==> config.mk <==
export PLATFORM = sky130hd
export DESIGN_NAME = reorder_reassembly_window_flat
export DESIGN_NICKNAME = d
export VERILOG_FILES = /design/src/sv/rrw_pkg.sv /design/src/sv/rrw_if.sv /design/src/sv/reorder_reassembly_window.sv /design/src/flat_wrapper.sv
export SDC_FILE = /design/constraint.sdc
export NUM_CORES = 1
export LEC_CHECK = 0
export BUFFER_PORTS_ARGS = -buffer_cell sky130_fd_sc_hd__buf_2
export CAP_MARGIN = 20
export CORE_MARGIN = 2
export CORE_UTILIZATION = 45
export DETAILED_ROUTE_END_ITERATION = 10
export PLACE_DENSITY_LB_ADDON = 0.3
export SLEW_MARGIN = 15
export SYNTH_ARGS = -nofsm -noshare
export SYNTH_HDL_FRONTEND = slang
export SYNTH_SLANG_ARGS = --single-unit
==> constraint.sdc <==
create_clock -name clk_i -period 13.47 [get_ports clk_i]
set_clock_uncertainty 0.1 [all_clocks]
set_input_delay 1.347 -clock clk_i [delete_from_list [all_inputs] [get_ports clk_i]]
set_output_delay 1.347 -clock clk_i [all_outputs]
set_load 0.03 [all_outputs]
==> src/sv/rrw_pkg.sv <==
`timescale 1ns / 1ps

package rrw_pkg;

  // field widths of the channel words
  localparam int unsigned OP_W    = 1;
  localparam int unsigned ID_W    = 16;
  localparam int unsigned PTYPE_W = 2;
  localparam int unsigned SIZE_W  = 11;
  localparam int unsigned KIND_W  = 2;
  localparam int unsigned STAT_W  = 3;
  localparam int unsigned SLOT_W  = 6;
  localparam int unsigned COUNT_W = 7;

  localparam int unsigned QUEUE_SIZE_DEF = 32;
  localparam int unsigned MAX_PAYLOAD    = 1400;

  typedef enum logic [OP_W-1:0] {
    OP_RECEIVE = 1'b0,
    OP_PROCESS = 1'b1
  } rrw_op_e;

  typedef enum logic [PTYPE_W-1:0] {
    PT_FULL   = 2'd0,
    PT_FIRST  = 2'd1,
    PT_MIDDLE = 2'd2,
    PT_LAST   = 2'd3
  } rrw_ptype_e;

  typedef enum logic [KIND_W-1:0] {
    KIND_STATUS  = 2'd0,
    KIND_RELEASE = 2'd1,
    KIND_END     = 2'd2
  } rrw_kind_e;

  typedef enum logic [STAT_W-1:0] {
    ST_STORED        = 3'd0,
    ST_OBSOLETE      = 3'd1,
    ST_OUT_OF_WINDOW = 3'd2,
    ST_DUPLICATE     = 3'd3,
    ST_CONFLICT      = 3'd4,
    ST_MALFORMED     = 3'd5
  } rrw_status_e;

  typedef enum logic [3:0] {
    S_IDLE,
    S_RECV,
    S_HEAD_RD,
    S_HEAD,
    S_SCAN_RD,
    S_SCAN,
    S_EMIT_RD,
    S_EMIT,
    S_DONE
  } rrw_state_e;

  typedef struct packed {
    logic [ID_W-1:0]    seq;
    logic [PTYPE_W-1:0] kind;
    logic [SIZE_W-1:0]  bytes;
  } rrw_entry_t;

  typedef struct packed {
    rrw_kind_e          kind;
    rrw_status_e        status;
    logic [SLOT_W-1:0]  slot;
    logic [ID_W-1:0]    id;
    logic [SIZE_W-1:0]  size;
    logic               msg_start;
    logic               msg_end;
    logic [COUNT_W-1:0] count;
    logic               last;
  } rrw_result_t;

endpackage

==> src/sv/rrw_if.sv <==
`timescale 1ns / 1ps

// request channel: receive descriptor or process command
interface rrw_in_if import rrw_pkg::*; ();
  logic               valid;
  logic               ready;
  logic [OP_W-1:0]    opcode;
  logic [ID_W-1:0]    packet_id;
  logic [PTYPE_W-1:0] packet_type;
  logic [SIZE_W-1:0]  payload_size;

  modport source (
    output valid, opcode, packet_id, packet_type, payload_size,
    input  ready
  );
  modport sink (
    input  valid, opcode, packet_id, packet_type, payload_size,
    output ready
  );
endinterface

// result channel: status, released descriptor or end marker
interface rrw_out_if import rrw_pkg::*; ();
  logic               valid;
  logic               ready;
  logic [KIND_W-1:0]  result_kind;
  logic [STAT_W-1:0]  status;
  logic [SLOT_W-1:0]  slot_index;
  logic [ID_W-1:0]    released_id;
  logic [SIZE_W-1:0]  released_size;
  logic               message_start;
  logic               message_end;
  logic [COUNT_W-1:0] released_count;
  logic               last_result;

  modport source (
    output valid, result_kind, status, slot_index, released_id, released_size,
           message_start, message_end, released_count, last_result,
    input  ready
  );
  modport sink (
    input  valid, result_kind, status, slot_index, released_id, released_size,
           message_start, message_end, released_count, last_result,
    output ready
  );
endinterface

==> src/sv/reorder_reassembly_window.sv <==
`timescale 1ns / 1ps

// Receive-side reorder window with fragment reassembly. A receive word is
// checked (malformed, obsolete, out of window, occupied slot) and stored in
// slot id mod QUEUE_SIZE; it answers with one status word (accept plus slot
// read, then check and write). A process word walks the window from the
// next expected id, releasing whole messages and complete fragment runs in
// order, one descriptor word per packet, then an end marker with the count.
// Each head check reads the slot, then decides, for a whole message or the
// first fragment of a run; each slot looked at during a fragment run scan
// and each released packet is likewise read, then handled (a whole message
// is checked and then reread). The walk ends with a head check where it
// stops (only the slot read when a full window was released) and the end
// marker. Every step is paced by the single slot memory read port with its
// registered read. Slot occupancy lives in per-slot flops that reset clears
// at once, so there is no clearing pass. Results sit in an output register;
// the next word is accepted while a result still waits.
module reorder_reassembly_window import rrw_pkg::*; #(
  parameter int unsigned QUEUE_SIZE = QUEUE_SIZE_DEF
) (
  input  logic      clk_i,
  input  logic      rst_ni,
  rrw_in_if.sink    in_i,
  rrw_out_if.source out_o
);

  localparam int unsigned SlotW = (QUEUE_SIZE > 1) ? $clog2(QUEUE_SIZE) : 1;
  localparam int unsigned CntW  = $clog2(QUEUE_SIZE + 1);
  localparam logic [SlotW-1:0] LastSlot = SlotW'(QUEUE_SIZE - 1);
  localparam logic [SlotW:0]   QSum     = (SlotW + 1)'(QUEUE_SIZE);
  localparam logic [CntW-1:0]  QCnt     = CntW'(QUEUE_SIZE);
  localparam logic [CntW:0]    QLim     = (CntW + 1)'(QUEUE_SIZE);
  localparam logic [ID_W-1:0]  QId      = ID_W'(QUEUE_SIZE);
  localparam logic [SIZE_W-1:0] MaxSize = SIZE_W'(MAX_PAYLOAD);

  // slot of id + 1 given slot s of id; id space wraps back to slot zero
  function automatic logic [SlotW-1:0] slot_inc(input logic [SlotW-1:0] s,
                                                input logic [ID_W-1:0]  id);
    slot_inc = (s == LastSlot || id == '1) ? '0 : s + 1'b1;
  endfunction

  // state
  rrw_state_e state_q, state_d;
  logic [ID_W-1:0]       ldid_q, ldid_d;      // last delivered id
  logic [SlotW-1:0]      head_q, head_d;      // slot of last delivered id + 1
  logic [QUEUE_SIZE-1:0] valid_q;             // slot occupied
  logic [CntW-1:0]       cnt_q, cnt_d;        // descriptors released this walk
  logic [CntW-1:0]       j_q, j_d;            // scan offset within a run
  logic [CntW-1:0]       len_q, len_d;        // run length minus one
  logic [CntW-1:0]       k_q, k_d;            // emitted offset within a run
  logic [SlotW-1:0]      scan_slot_q, scan_slot_d;
  logic [ID_W-1:0]       scan_id_q, scan_id_d;

  // latched receive word
  logic [SlotW-1:0]   rcv_slot_q, rcv_slot_d;
  logic [ID_W-1:0]    rcv_id_q, rcv_id_d;
  logic [PTYPE_W-1:0] rcv_type_q, rcv_type_d;
  logic [SIZE_W-1:0]  rcv_size_q, rcv_size_d;
  rrw_status_e        rcv_pre_q, rcv_pre_d;

  // slot memory
  rrw_entry_t       mem [QUEUE_SIZE];
  rrw_entry_t       rd_q;
  logic [SlotW-1:0] rd_addr;
  logic             mem_we;
  logic             clr_valid;

  // output register
  rrw_result_t out_q;
  logic        out_valid_q;
  logic        out_free;
  logic        emit;
  rrw_result_t emit_res;

  logic             in_acc;
  logic [ID_W-1:0]  exp_id;
  logic [ID_W-1:0]  id_gap;
  logic [ID_W-1:0]  id_gap_m1;
  logic [SlotW:0]   slot_sum;
  logic [SlotW-1:0] rcv_slot_c;
  rrw_status_e      pre_c;
  rrw_status_e      recv_status;
  logic             head_hold;
  logic             scan_hold;
  logic [CntW:0]    scan_pos;

  assign in_i.ready = (state_q == S_IDLE);
  assign in_acc     = in_i.valid && in_i.ready;
  assign out_free   = !out_valid_q || out_o.ready;
  assign exp_id     = ldid_q + 1'b1;

  // receive pre-checks, done on the incoming word
  assign id_gap    = in_i.packet_id - ldid_q;
  assign id_gap_m1 = id_gap - 1'b1;
  // in-window offset is below QUEUE_SIZE, so one conditional subtract wraps it
  assign slot_sum  = {1'b0, head_q} + {1'b0, id_gap_m1[SlotW-1:0]};

  always_comb begin
    if (in_i.packet_id < exp_id) begin
      // id wrapped past zero inside the window, so it is below QUEUE_SIZE
      rcv_slot_c = in_i.packet_id[SlotW-1:0];
    end else if (slot_sum >= QSum) begin
      rcv_slot_c = SlotW'(slot_sum - QSum);
    end else begin
      rcv_slot_c = slot_sum[SlotW-1:0];
    end
  end

  always_comb begin
    if (in_i.payload_size == '0 || in_i.payload_size > MaxSize) begin
      pre_c = ST_MALFORMED;
    end else if (id_gap == '0 || id_gap[ID_W-1]) begin
      pre_c = ST_OBSOLETE;
    end else if (id_gap > QId) begin
      pre_c = ST_OUT_OF_WINDOW;
    end else begin
      pre_c = ST_STORED;
    end
  end

  // occupied slot check once the entry has been read
  always_comb begin
    if (rcv_pre_q != ST_STORED) begin
      recv_status = rcv_pre_q;
    end else if (valid_q[rcv_slot_q]) begin
      if (rd_q.seq == rcv_id_q && rd_q.bytes == rcv_size_q) begin
        recv_status = ST_DUPLICATE;
      end else begin
        recv_status = ST_CONFLICT;
      end
    end else begin
      recv_status = ST_STORED;
    end
  end

  assign head_hold = valid_q[head_q] && (rd_q.seq == exp_id);
  assign scan_hold = valid_q[scan_slot_q] && (rd_q.seq == scan_id_q);
  assign scan_pos  = {1'b0, cnt_q} + {1'b0, j_q};

  // next state
  always_comb begin
    state_d = state_q;
    unique case (state_q)
      S_IDLE: begin
        if (in_acc) begin
          state_d = (rrw_op_e'(in_i.opcode) == OP_PROCESS) ? S_HEAD_RD : S_RECV;
        end
      end
      S_RECV: begin
        if (out_free) state_d = S_IDLE;
      end
      S_HEAD_RD: begin
        state_d = (cnt_q == QCnt) ? S_DONE : S_HEAD;
      end
      S_HEAD: begin
        if (!head_hold) begin
          state_d = S_DONE;
        end else begin
          case (rrw_ptype_e'(rd_q.kind))
            PT_FULL:  state_d = S_EMIT_RD;
            PT_FIRST: state_d = S_SCAN_RD;
            default:  state_d = S_DONE;
          endcase
        end
      end
      S_SCAN_RD: begin
        state_d = (scan_pos >= QLim) ? S_DONE : S_SCAN;
      end
      S_SCAN: begin
        if (!scan_hold) begin
          state_d = S_DONE;
        end else begin
          case (rrw_ptype_e'(rd_q.kind))
            PT_LAST:   state_d = S_EMIT_RD;
            PT_MIDDLE: state_d = S_SCAN_RD;
            default:   state_d = S_DONE;
          endcase
        end
      end
      S_EMIT_RD: begin
        state_d = S_EMIT;
      end
      S_EMIT: begin
        if (out_free) state_d = (k_q == len_q) ? S_HEAD_RD : S_EMIT_RD;
      end
      S_DONE: begin
        if (out_free) state_d = S_IDLE;
      end
      default: state_d = S_IDLE;
    endcase
  end

  // datapath and outputs
  always_comb begin
    ldid_d      = ldid_q;
    head_d      = head_q;
    cnt_d       = cnt_q;
    j_d         = j_q;
    len_d       = len_q;
    k_d         = k_q;
    scan_slot_d = scan_slot_q;
    scan_id_d   = scan_id_q;
    rcv_slot_d  = rcv_slot_q;
    rcv_id_d    = rcv_id_q;
    rcv_type_d  = rcv_type_q;
    rcv_size_d  = rcv_size_q;
    rcv_pre_d   = rcv_pre_q;
    rd_addr     = head_q;
    mem_we      = 1'b0;
    clr_valid   = 1'b0;
    emit        = 1'b0;
    emit_res    = '0;
    unique case (state_q)
      S_IDLE: begin
        rd_addr = rcv_slot_c;
        if (in_acc) begin
          rcv_slot_d = rcv_slot_c;
          rcv_id_d   = in_i.packet_id;
          rcv_type_d = in_i.packet_type;
          rcv_size_d = in_i.payload_size;
          rcv_pre_d  = pre_c;
          cnt_d      = '0;
        end
      end
      S_RECV: begin
        rd_addr         = rcv_slot_q;
        emit            = out_free;
        emit_res.kind   = KIND_STATUS;
        emit_res.status = recv_status;
        emit_res.last   = 1'b1;
        mem_we          = out_free && (recv_status == ST_STORED);
      end
      S_HEAD: begin
        if (head_hold) begin
          if (rrw_ptype_e'(rd_q.kind) == PT_FULL) begin
            len_d = '0;
            k_d   = '0;
          end else begin
            j_d         = CntW'(1);
            scan_slot_d = slot_inc(head_q, exp_id);
            scan_id_d   = exp_id + 1'b1;
          end
        end
      end
      S_SCAN_RD: begin
        rd_addr = scan_slot_q;
      end
      S_SCAN: begin
        rd_addr = scan_slot_q;
        if (scan_hold) begin
          if (rrw_ptype_e'(rd_q.kind) == PT_LAST) begin
            len_d = j_q;
            k_d   = '0;
          end else begin
            j_d         = j_q + 1'b1;
            scan_slot_d = slot_inc(scan_slot_q, scan_id_q);
            scan_id_d   = scan_id_q + 1'b1;
          end
        end
      end
      S_EMIT: begin
        emit               = out_free;
        emit_res.kind      = KIND_RELEASE;
        emit_res.slot      = SLOT_W'(head_q);
        emit_res.id        = exp_id;
        emit_res.size      = rd_q.bytes;
        emit_res.msg_start = (k_q == '0);
        emit_res.msg_end   = (k_q == len_q);
        if (out_free) begin
          clr_valid = 1'b1;
          ldid_d    = exp_id;
          head_d    = slot_inc(head_q, exp_id);
          cnt_d     = cnt_q + 1'b1;
          k_d       = k_q + 1'b1;
        end
      end
      S_DONE: begin
        emit           = out_free;
        emit_res.kind  = KIND_END;
        emit_res.count = COUNT_W'(cnt_q);
        emit_res.last  = 1'b1;
      end
      default: begin
        rd_addr = head_q;
      end
    endcase
  end

  // control registers
  always_ff @(posedge clk_i or negedge rst_ni) begin
    if (!rst_ni) begin
      state_q     <= S_IDLE;
      ldid_q      <= '1;
      head_q      <= '0;
      valid_q     <= '0;
      cnt_q       <= '0;
      out_valid_q <= 1'b0;
    end else begin
      state_q <= state_d;
      ldid_q  <= ldid_d;
      head_q  <= head_d;
      cnt_q   <= cnt_d;
      if (mem_we) valid_q[rcv_slot_q] <= 1'b1;
      if (clr_valid) valid_q[head_q] <= 1'b0;
      if (emit) begin
        out_valid_q <= 1'b1;
      end else if (out_o.ready) begin
        out_valid_q <= 1'b0;
      end
    end
  end

  // payload registers
  always_ff @(posedge clk_i) begin
    j_q         <= j_d;
    len_q       <= len_d;
    k_q         <= k_d;
    scan_slot_q <= scan_slot_d;
    scan_id_q   <= scan_id_d;
    rcv_slot_q  <= rcv_slot_d;
    rcv_id_q    <= rcv_id_d;
    rcv_type_q  <= rcv_type_d;
    rcv_size_q  <= rcv_size_d;
    rcv_pre_q   <= rcv_pre_d;
    if (emit) out_q <= emit_res;
  end

  // slot memory, one write and one registered read per cycle
  always_ff @(posedge clk_i) begin
    if (mem_we) begin
      mem[rcv_slot_q] <= '{seq: rcv_id_q, kind: rcv_type_q, bytes: rcv_size_q};
    end
    rd_q <= mem[rd_addr];
  end

  assign out_o.valid          = out_valid_q;
  assign out_o.result_kind    = out_q.kind;
  assign out_o.status         = out_q.status;
  assign out_o.slot_index     = out_q.slot;
  assign out_o.released_id    = out_q.id;
  assign out_o.released_size  = out_q.size;
  assign out_o.message_start  = out_q.msg_start;
  assign out_o.message_end    = out_q.msg_end;
  assign out_o.released_count = out_q.count;
  assign out_o.last_result    = out_q.last;

`ifndef SYNTH
  // a walk never releases more than one window
  a_cnt_bound: assert property (@(posedge clk_i) disable iff (!rst_ni)
    cnt_q <= QCnt)
    else $error("release count beyond window size");

  // head slot pointer stays inside the window
  a_head_bound: assert property (@(posedge clk_i) disable iff (!rst_ni)
    head_q <= LastSlot)
    else $error("head slot out of range");

  // a released descriptor always comes from an occupied slot
  a_emit_occupied: assert property (@(posedge clk_i) disable iff (!rst_ni)
    (state_q == S_EMIT) |-> valid_q[head_q])
    else $error("release from empty slot");

  // a stored descriptor marks its slot occupied
  a_store_marks: assert property (@(posedge clk_i) disable iff (!rst_ni)
    (state_q == S_RECV && mem_we) |=> valid_q[$past(rcv_slot_q)])
    else $error("stored slot not marked occupied");
`endif

endmodule
==> src/flat_wrapper.sv <==
// flat-port wrapper written by rule: the top's interface ports become plain ports
module reorder_reassembly_window_flat import rrw_pkg::*;
#(
  parameter int unsigned QUEUE_SIZE = QUEUE_SIZE_DEF
)
  (clk_i, rst_ni, in_i_valid, in_i_opcode, in_i_packet_id, in_i_packet_type, in_i_payload_size, in_i_ready, out_o_valid, out_o_result_kind, out_o_status, out_o_slot_index, out_o_released_id, out_o_released_size, out_o_message_start, out_o_message_end, out_o_released_count, out_o_last_result, out_o_ready);
  rrw_in_if in_i_i ();
  rrw_out_if out_o_i ();
  input  logic clk_i;
  input  logic rst_ni;
  input wire logic [$bits(in_i_i.valid)-1:0] in_i_valid;
  input wire logic [$bits(in_i_i.opcode)-1:0] in_i_opcode;
  input wire logic [$bits(in_i_i.packet_id)-1:0] in_i_packet_id;
  input wire logic [$bits(in_i_i.packet_type)-1:0] in_i_packet_type;
  input wire logic [$bits(in_i_i.payload_size)-1:0] in_i_payload_size;
  output wire logic [$bits(in_i_i.ready)-1:0] in_i_ready;
  output wire logic [$bits(out_o_i.valid)-1:0] out_o_valid;
  output wire logic [$bits(out_o_i.result_kind)-1:0] out_o_result_kind;
  output wire logic [$bits(out_o_i.status)-1:0] out_o_status;
  output wire logic [$bits(out_o_i.slot_index)-1:0] out_o_slot_index;
  output wire logic [$bits(out_o_i.released_id)-1:0] out_o_released_id;
  output wire logic [$bits(out_o_i.released_size)-1:0] out_o_released_size;
  output wire logic [$bits(out_o_i.message_start)-1:0] out_o_message_start;
  output wire logic [$bits(out_o_i.message_end)-1:0] out_o_message_end;
  output wire logic [$bits(out_o_i.released_count)-1:0] out_o_released_count;
  output wire logic [$bits(out_o_i.last_result)-1:0] out_o_last_result;
  input wire logic [$bits(out_o_i.ready)-1:0] out_o_ready;
  assign in_i_i.valid = in_i_valid;
  assign in_i_i.opcode = in_i_opcode;
  assign in_i_i.packet_id = in_i_packet_id;
  assign in_i_i.packet_type = in_i_packet_type;
  assign in_i_i.payload_size = in_i_payload_size;
  assign in_i_ready = in_i_i.ready;
  assign out_o_valid = out_o_i.valid;
  assign out_o_result_kind = out_o_i.result_kind;
  assign out_o_status = out_o_i.status;
  assign out_o_slot_index = out_o_i.slot_index;
  assign out_o_released_id = out_o_i.released_id;
  assign out_o_released_size = out_o_i.released_size;
  assign out_o_message_start = out_o_i.message_start;
  assign out_o_message_end = out_o_i.message_end;
  assign out_o_released_count = out_o_i.released_count;
  assign out_o_last_result = out_o_i.last_result;
  assign out_o_i.ready = out_o_ready;
  reorder_reassembly_window #(.QUEUE_SIZE(QUEUE_SIZE)) u_core (.clk_i(clk_i), .rst_ni(rst_ni), .in_i(in_i_i), .out_o(out_o_i));
endmodule
==> impl_metrics.csv <==
group,metric,value,unit
outcome,status,"complete, no violations",
final_layout,area_delta_synth_final,12.24,%
worst_setup_path,cp.required,13950,ps
floorplanning,start_util,0.4520,
worst_setup_path,worstPathCellList,"nand2_1 -> nor4_1 -> nand2_1 -> xnor2_1 -> ha_1 -> a21o_1 -> a21o_1 -> a21oi_1 -> o21a_2 -> a21boi_2 -> o31ai_4 -> buf_4 -> buf_4 -> buf_4 -> mux2i_1 -> a32oi_1 -> nand4_1 -> nand3_1",
clock_network,clkLatencyLatePin,710,ps
clock_network,clock_path_buffers,3,
clock_network,root_buffer,"clkbuf_16",
synth,yosysSeqAreaShare,0.6990,
floorplanning,fp.dieH,331.5,um
clock_network,post_cts_buffers,0,
clock_network,htreeDepth,3,
timing,worstMarginPinSlew,1123,ps
timing,rsz0062_at_grt,"no",
global_route,grt_pass1_wl,191600,um
min_path,hp-class,"reg2reg",
clock_network,cts_tree,"yes",
synth,synthTopCellsByArea,"edfxtp_1 (65%), nand2_1 (6.8%), nand3_1 (5.4%)",
pwr,p_leak,0.01859,uW
detailed_routing,vias,31018,
synth,synth_cells,3778,
placed_design,routabilityCongestion,0.9085,
clock_network,ctsResizeCount,0,
synth,synth.top_cell.area_share,0.6534,
global_route,grt_max_degree,184,
global_route,grt_use_total,0.2298,
worst_setup_path,slowest_stage,"buf_4",
floorplanning,row_count,120,
placed_design,dp.final_hpwl,72270,um
global_route,overflow,0,
pwr,power_density,225.2,nW/um2
worst_setup_path,worstPathArrival,6930,ps
synth,avgSynthCellArea,12.77,um2
global_route,grt_pass1_vias,29700,
placed_design,pre_cts_slack,6907,ps
synth,ys_ff_latch,1143,
clock_network,clk_pin_slew_worst_paths,60,ps
synth,synthFlopType,"edfxtp_1",
worst_setup_path,startpoint_type,"register",
worst_setup_path,end_kind,"register",
worst_setup_path,path_max_fanout,78,
timing,fmax,155.2,MHz
clock_network,cts_hold_buf,0,
placed_design,io_buffers,81,
synth,async_flop_share,0.05599,
job,cap_violations,0,
timing,tns,0,ps
detailed_routing,routed_wl,128200,um
synth,yosysTopAreaCell,"edfxtp_1",
detailed_routing,drc_errors,0,
worst_setup_path,critical_path_class,"reg2reg",
worst_setup_path,critPathMostFrequentCell,"buf_4",
timing,finalHoldViolCount,0,
floorplanning,ios,84,
clock_network,cts_buffers,110,
final_layout,nNetsFinal,3950,
timing,finalSetupViolations,0,
worst_setup_path,path_buf_inv,3,
timing,period_needed,6442,ps
final_layout,diodes,0,
clock_network,cts.sinks,1143,
worst_setup_path,max_stage_delay,760,ps
timing,period_share,0.4783,
floorplanning,core,106800,um2
worst_setup_path,cp_top_family,"buffers and inverters",
detailed_routing,drt_pre_antenna_iters,6,
synth,synth_edf_count,1050,
detailed_routing,ant_nets,0,
floorplanning,die_area,109900,um2
synth,yosysWarnings,0,
timing,fin_ws,7028,ps
global_route,antenna_found_initial,1,
detailed_routing,post_drt_wl_per_cell,23.95,um
floorplanning,die_width,331.5,um
final_layout,drive_gt1_frac,0.1149,
synth,syn-cell-area,48260,um2
synth,synth_cell_types,78,
detailed_routing,drt_iter0_markers,3812,
timing,slew_violations,0,
timing,max_slew_margin,0.2516,
detailed_routing,vias_per_cell,5.793,
pwr,ir_drop,0.3476,mV
[through the flow]
stage	cell area, um2	power [uW]	cells	utilization	hold WS, ps
after floorplan	48260	7561	3779	-	373.9
after global routing	54160	12800	5354	0.5074	422.3
after global placement	50460	9068	5145	0.4727	393.0
final	54160	12200	5354	0.5074	404.3
after CTS	54120	12200	5352	0.5070	406.2
after detailed placement	50480	9120	5146	0.4729	394.3
[flip-flops by register name (all words and copies together) (netlist names), 3 cells and up]
register / flops
u_core.ldid_q: 16
u_core.state_q: 4
u_core.out_o.status: 3
u_core.rcv_id_q: 16
u_core.scan_id_q: 16
u_core.scan_slot_q: 5
u_core.rd_q: 29
u_core.out_o.released_size: 11
u_core.out_o.released_count: 6
u_core.len_q: 6
u_core.out_o.slot_index: 5
u_core.rcv_pre_q: 3
u_core.valid_q: 32
u_core.rcv_slot_q: 5
u_core.out_o.released_id: 16
u_core.head_q: 5
u_core.k_q: 6
u_core.j_q: 6
u_core.mem: 928
u_core.rcv_size_q: 11
u_core.cnt_q: 6
[cell type report]
cell class              instances  area, um2
clock inverters                51      584.3
flip-flops and latches       1143      33730
well taps                    1403       1755
inverters                      47      176.4
fillers                      8874      52590
repair buffers                178       1186
multi-input cells            2377      13670
clock buffers                 155       3054
[worst register-to-register path: stages (launching register included)]
cell      delay, ps
dfstp_2         650
nand2_1         130
nor4_1          550
nand2_1         150
xnor2_1         440
ha_1            340
a21o_1          170
a21o_1          170
a21oi_1         220
o21a_2          260
a21boi_2        110
o31ai_4         170
buf_4           750
buf_4           840
buf_4           650
mux2i_1         300
a32oi_1          80
nand4_1         200
nand3_1          90
[cells in the final DEF (no fill, tap or decap), types with 6 or more instances in the layout]
master and count:
and3_1 15, ha_1 56, nand2_1 876, edfxtp_1 1050, xnor2_1 100, nand4_1 77, dfxtp_1 29, nor2_1 117
clkinv_2 15, clkbuf_1 34, a21oi_1 64, nand3_1 525, or2_2 8, mux4_2 22, bufinv_16 10, a21o_1 10
nor2_4 35, o21ai_0 55, nor3_1 30, buf_4 93, o22ai_1 10, nor2b_1 11, nor4_1 18, dfstp_2 16
clkbuf_8 9, o21a_1 7, xor2_1 32, clkinv_1 16, inv_1 46, mux2_2 7, clkbuf_16 112, a31oi_1 8
mux2i_1 66, and2_1 25, nand2b_1 15, buf_2 81, and4_1 29, o31ai_1 6, dfrtp_1 48, a32oi_1 58
[cell usage after synthesis, drive strengths merged, types with 10 or more instances]
library cell / instances
a21o: 10
a21oi: 68
a32oi: 58
and2: 27
and3: 16
and4: 29
buf: 118
clkbuf: 94
dfrtp: 48
dfstp: 16
dfxtp: 29
edfxtp: 1050
ha: 56
inv: 46
mux2i: 66
mux4: 22
nand2: 877
nand2b: 15
nand3: 528
nand4: 77
nor2: 152
nor2b: 11
nor3: 33
nor4: 18
o21ai: 58
o22ai: 11
xnor2: 101
xor2: 32
[per-layer routing]
metal  vias up  track usage  wire, um
met1     15472       0.3281     53870
met5         -            0         0
li1      13976            -         -
met3       193      0.03543     10820
met4         0      0.07559      4014
met2      1377       0.3621     59520
[worst paths after layout]
kind | cells after the start | end | slack, ps | start
setup / recovery | 18 | u_core.rd_q[12] | 7030 | u_core.ldid_q[0]
hold / removal | 1 | u_core.ldid_q[14] | 400 | u_core.ldid_q[14]
setup reg to reg | 18 | u_core.rd_q[12] | 7030 | u_core.ldid_q[0]
hold reg to reg | 1 | u_core.ldid_q[14] | 400 | u_core.ldid_q[14]
max in group asynchronous | 2 | u_core.valid_q[16] | 11840 | rst_ni
min in group asynchronous | 2 | u_core.cnt_q[0] | 770 | rst_ni
[report_power, final]
group	switching (uW)	internal (uW)
Combinational	3350	1280
Clock	1320	1780
Sequential	220	4250
[cell families (layout without fill, tap and decap cells)]
kind of cell | after synthesis | count (layout) | share of synthesized area
flops | 1143 | 1143 | 0.6990
compound gates | 270 | 270 | 0.03858
other cells | 1 | 2 | 0.00007771
mux | 97 | 97 | 0.02614
xor+xnor | 135 | 135 | 0.02523
simple gates | 1814 | 1814 | 0.1705
buf+inv | 259 | 431 | 0.02466
fa+ha+maj | 59 | 59 | 0.01576
Power figures use the tool's default switching activity.
